File: config.mk
export PLATFORM = sky130hd
export DESIGN_NAME = ntcb_div
export DESIGN_NICKNAME = d
export VERILOG_FILES = /design/src/hdl/ntcb_div.sv
export SDC_FILE = /design/constraint.sdc
export NUM_CORES = 2
export LEC_CHECK = 0
export BUFFER_PORTS_ARGS = -buffer_cell sky130_fd_sc_hd__buf_2
export CAP_MARGIN = 15
export CORE_UTILIZATION = 45
export CTS_BUF_LIST = sky130_fd_sc_hd__clkbuf_2 sky130_fd_sc_hd__clkbuf_4 sky130_fd_sc_hd__clkbuf_8
export CTS_CLUSTER_DIAMETER = 120
export DETAILED_ROUTE_END_ITERATION = 12
export SYNTH_ARGS = -nofsm -noshare
export SYNTH_HDL_FRONTEND = slang
export SYNTH_MEMORY_MAX_BITS = 65536
export SYNTH_SLANG_ARGS = --single-unit
File: constraint.sdc
create_clock -name i_clk -period 3.2 [get_ports i_clk]
set_input_delay 0.16 -clock i_clk [delete_from_list [all_inputs] [get_ports i_clk]]
set_output_delay 0.16 -clock i_clk [all_outputs]
set_load 0.01 [all_outputs]
File: src/hdl/ntcb_div.sv
// Pipelined restoring divider, one quotient bit per register stage.
// Carries a side word alongside the quotient. Uses no package items.
module ntcb_div #(
    parameter int NUM_W  = 39,
    parameter int DEN_W  = 14,
    parameter int SIDE_W = 2
) (
    input  logic              i_clk,
    input  logic              i_en,
    input  logic [NUM_W-1:0]  i_num,
    input  logic [DEN_W-1:0]  i_den,
    input  logic [SIDE_W-1:0] i_side,
    output logic [NUM_W-1:0]  o_quo,
    output logic [SIDE_W-1:0] o_side
);

    logic [DEN_W-1:0]  r_rem  [NUM_W];
    logic [NUM_W-1:0]  r_rest [NUM_W];
    logic [NUM_W-1:0]  r_quo  [NUM_W];
    logic [DEN_W-1:0]  r_den  [NUM_W];
    logic [SIDE_W-1:0] r_side [NUM_W];

    genvar g;
    generate
        for (g = 0; g < NUM_W; g++) begin : g_stage
            logic [DEN_W-1:0]  p_rem;
            logic [NUM_W-1:0]  p_rest;
            logic [NUM_W-1:0]  p_quo;
            logic [DEN_W-1:0]  p_den;
            logic [SIDE_W-1:0] p_side;
            logic [DEN_W:0]    trial;
            logic              qbit;
            logic [DEN_W-1:0]  n_rem;

            // previous stage or pipeline entry
            if (g == 0) begin : g_first
                assign p_rem  = '0;
                assign p_rest = i_num;
                assign p_quo  = '0;
                assign p_den  = i_den;
                assign p_side = i_side;
            end else begin : g_next
                assign p_rem  = r_rem[g-1];
                assign p_rest = r_rest[g-1];
                assign p_quo  = r_quo[g-1];
                assign p_den  = r_den[g-1];
                assign p_side = r_side[g-1];
            end

            // trial subtract of one bit
            always_comb begin
                trial = {p_rem, p_rest[NUM_W-1]};
                qbit  = (trial >= {1'b0, p_den});
                if (qbit) begin
                    n_rem = DEN_W'(trial - {1'b0, p_den});
                end else begin
                    n_rem = trial[DEN_W-1:0];
                end
            end

            always_ff @(posedge i_clk) begin
                if (i_en) begin
                    r_rem[g]  <= n_rem;
                    r_rest[g] <= {p_rest[NUM_W-2:0], 1'b0};
                    r_quo[g]  <= {p_quo[NUM_W-2:0], qbit};
                    r_den[g]  <= p_den;
                    r_side[g] <= p_side;
                end
            end
        end
    endgenerate

    assign o_quo  = r_quo[NUM_W-1];
    assign o_side = r_side[NUM_W-1];

endmodule

---- Word-level counts from Yosys, hierarchy flattened ----
Memories as Yosys holds them, arrays and structs flattened.
Cells that the tools add are included.
storage, ports and cells
  logic and storage cells ................. 124
  output and inout port bits .............. 41
  input port bits ......................... 57
  bits in writable memories ............... 4173
  memories ................................ 5
  register bits after elaboration ......... 0
memories
  name    words  width  rd ports  clocked after Yosys merged registers in  write ports  line  RTL
  r_quo   39     39     39        0                                        39           19    logic [NUM_W-1:0] r_quo [NUM_W];
  r_rest  39     38     38        0                                        39           18    logic [NUM_W-1:0] r_rest [NUM_W];
  r_den   39     14     38        0                                        39           20    logic [DEN_W-1:0] r_den [NUM_W];
  r_rem   39     14     38        0                                        39           17    logic [DEN_W-1:0] r_rem [NUM_W];
  r_side  39     2      39        0                                        39           21    logic [SIDE_W-1:0] r_side [NUM_W];
operators by class
  $lt $le $gt $ge ......................... 39
  multiplexer cells ....................... 41
  $add $sub $neg .......................... 39
operators with widths
  kind                            number
  >= comparator 15 x 14 -> 1 bit  38
  two-way mux 14 bit              39
  subtractor 14 bit               38
  >= comparator 1 x 14 -> 1 bit   1
  subtractor 1 x 14 -> 14 bit     1
  two-way mux 1 bit               2

---- Longest topological paths before layout ----
An unclocked memory read counts as a cell.
  depth in word-level cells ............... 3
  mapped depth ............................ 12
  gate-level depth less buffers ........... 12

---- Least setup slack after synthesis ----
OpenSTA, ideal clock, no wires.
  path kind ............................... flip-flop to flip-flop
  start ................................... memory r_rest[1][303] in the netlist's numbering
  end ..................................... memory r_rem[16][10], in the netlist r_rem[2][10] (data pin)
  period minus slack after synthesis ...... 2.866 ns
  setup time .............................. 0.260 ns
  slack ................................... 0.334 ns
  cell stages (with the launch flop) ...... 13
  data required time ...................... 2.940 ns
  buffers on the path ..................... 0
  arrival ................................. 2.605 ns
  cell sequence ........................... edfxtp_1 > inv_1 > ha_1 > inv_1 > fa_1 > a21o_1 > a21oi_2 > o21ai_0 > or4_1 > a31o_2 > a21oi_1 > xnor2_1 > mux2_4
RTL lines
  what             line
  start, declared  18
  end, declared    17

==> flow_metrics.tcl <==
set metrics [dict create \
    synth_seq_cells 2663 \
    postSynthAreaPerCell_um2 15.4 \
    arrival_ns 3.84 \
    initial_core_util 0.454 \
    clkTransAtPathRegs_ns 0.06 \
    cts_tree "yes" \
    ios 98 \
    reg2reg_from "r_den[1][71]" \
    layout_common_cells "edfxtp_1, inv_1, ha_1" \
    grtUsageTotal 0.152 \
    synth.net_count 7946 \
    dp_hpwl_mm 129 \
    cp_slowest_cell "edfxtp_1" \
    crit_start "r_den[1][71]" \
    viasPerCell 5.08 \
    layout_setup_ws_ns 0.117 \
    dp_slack_ns 0.115 \
    gp_congestion 0.868 \
    synthArstFlopShare 0 \
    wirelength_mm 192 \
    finalCritPeriodShare 0.964 \
    cp_max_fo 11 \
    worstSetupEndpointType "flip-flop" \
    grt_antenna_before_repair 3 \
    final_layout_size_suffix_gt1_frac 0.152 \
    port_buffers 97 \
    fin_nets 8701 \
    synthDistinctLibCells 91 \
    max_cap_viol_count 0 \
    grt_max_degree 113 \
    cts.sinks 2663 \
    core_um2 247000 \
    grt_pass1_vias 59626 \
    grt_pass1_wl_mm 308 \
    cts_buffer_depth 4 \
    synth_cells 7281 \
    drc 0 \
    numCtsBuffers 446 \
    synth_edf_count 2663 \
    grt_use_met2 0.251 \
    drt-initial-drc-count 3798 \
    setup_viol 0 \
    clock_latency_ns 1.08 \
    ant_nets 0 \
    setup.worst_path.class "flip-flop to flip-flop" \
    die_width_um 501 \
    cp_cell_sequence "inv_1, ha_1, nor2b_1, o31a_1, o21ai_0, nand2b_1, o41ai_4, a21oi_2, a211oi_4, buf_6, mux2_2" \
    startpoint_type "flip-flop" \
    met3_usage 0.0271 \
    slew_headroom 0.450 \
    drt-wirelength-per-cell_um 16.5 \
    cpPeakStageDelay_ns 0.47 \
    rsz0062_at_grt "no" \
    power.density_nw_per_um2 883 \
    synth-seq-area-share 0.713 \
    final_common_cell "edfxtp_1" \
    top_usage_layer "met2" \
    tightest_slew_ns 0.825 \
    ys_warn_count 0 \
    total_power_mw 113 \
    fin_worst_skew_ns 0.0997 \
    use_met1 0.197 \
    maxSlewViolCount 0 \
    fmax_mhz 324 \
    syn_area_um2 112000 \
    cp.required_ns 3.96 \
    path_delay_family "compound AO/OA/AOI/OAI gates" \
    ir_drop_v 0.000384 \
    num_vias 59244 \
    fin_crit_ns 3.08 \
    drtPass1Iterations 5 \
    h-tree-depth 5 \
    power_leakage_nw 48.3 \
    rows 182 \
    cts_root_buffer "clkbuf_8" \
    path_buf_inv 2 \
    finalHoldViolations 0 \
    synthToLayoutAreaGrowth_pct 14.1 \
    tns_ns 0 \
    min_from "i_den[1]" \
    synth_ff_type "edfxtp_1" \
    die_area_um2 251000 \
    die_h_um 501 \
    min_path_type "primary input to flip-flop" \
    overflow 0 \
    outcome "complete, no violations" \
]
[through the flow]
| stage | hold WS, ns | std cells | util | instance area [um^2] |
|---|---|---|---|---|
| after global routing | 0.0975 | 11672 | 0.518 | 128000 |
| after detailed placement | 0.338 | 10785 | 0.479 | 118000 |
| after CTS | 0.0310 | 11662 | 0.517 | 128000 |
| after floorplan | 0.259 | 7281 | - | 112000 |
| final | 0.177 | 11672 | 0.518 | 128000 |
| after global placement | 0.337 | 10785 | 0.479 | 118000 |
[flip-flops by register name, indices dropped and copies added (netlist names)]
signal,flops
r_den,532
r_quo,780
r_rest,741
r_side,78
r_rem,532
[area by class of cell]
class	count	area [um^2]
antenna	6	15.0
clock buffer	588	7210
clock inverter	178	1180
fill	20446	119000
inverter	699	2620
multi-input combinational	3844	29200
sequential	2663	80000
tap	3312	4140
timing repair buffer	382	3480
[cells in the mapped netlist (41+ instances only)]
| cell type | number | area share |
|---|---|---|
| nand3_1 | 72 | 0.0032 |
| o21bai_1 | 46 | 0.0031 |
| a21oi_1 | 403 | 0.018 |
| ha_1 | 571 | 0.064 |
| edfxtp_1 | 2663 | 0.71 |
| xnor2_1 | 229 | 0.018 |
| nor2b_1 | 83 | 0.0046 |
| nand4_1 | 66 | 0.0037 |
| nor2_1 | 371 | 0.012 |
| o21a_1 | 84 | 0.0056 |
| a31oi_1 | 59 | 0.0033 |
| o31ai_1 | 41 | 0.0027 |
| nor3_1 | 77 | 0.0034 |
| inv_1 | 699 | 0.023 |
| nand2_1 | 297 | 0.0099 |
| a211oi_1 | 54 | 0.0036 |
| o31a_1 | 44 | 0.0034 |
| xor2_1 | 117 | 0.0091 |
| o21ai_0 | 309 | 0.014 |
| a21o_1 | 137 | 0.0092 |
| mux2_2 | 204 | 0.020 |
[worst reg2reg max path, stage by stage (launching register included)]
cell and delay [ns]:
edfxtp_1 0.47, inv_1 0.15, ha_1 0.25, nor2b_1 0.15
o31a_1 0.26, o21ai_0 0.18, nand2b_1 0.16, o41ai_4 0.26
a21oi_2 0.11, a211oi_4 0.22, buf_6 0.22, mux2_2 0.37
[power by group]
part	total, mW	switching [mW]	internal [mW]
clock	28.5	12.9	15.6
sequential	49.3	3.04	46.2
combinational	35.2	18.7	16.4
[layer usage]
layer	wire length, um	vias to the layer above	share of wire
li1	-	29038	-
met1	86800	28589	0.45
met2	91600	1149	0.48
met3	7450	468	0.039
met4	6480	0	0.034
met5	0	-	0
[kinds of logic (layout without fill, tap and decap cells)]
logic type,count (synthesis),in the layout,share of synthesized area
flip-flops,2663,2663,0.713
AO/OA/AOI/OAI,1416,1416,0.0821
AND/OR/NAND/NOR,1207,1207,0.0529
buffers and inverters,774,1847,0.0268
adder cells (fa/ha/maj),608,608,0.0703
XOR/XNOR,346,346,0.0270
multiplexers,267,267,0.0275
other,0,6,0
[final timing paths]
kind,endpoint,slack [ns],cells past startpoint
max,r_rem[1][85],0.12,11
min,r_rem[0][1],0.18,5
max reg2reg,r_rem[1][85],0.12,11
min reg2reg,r_rest[0][177],0.37,0
[what timing repair did]
action	4_1_cts	5_1_grt
gates resized for setup	0	25
endpoints found under the hold margin	1140	0
hold buffers	111	0
endpoints found under the setup margin	0	52
buffers inserted	0	4
Note: power is estimated with default switching activity, not from simulation.
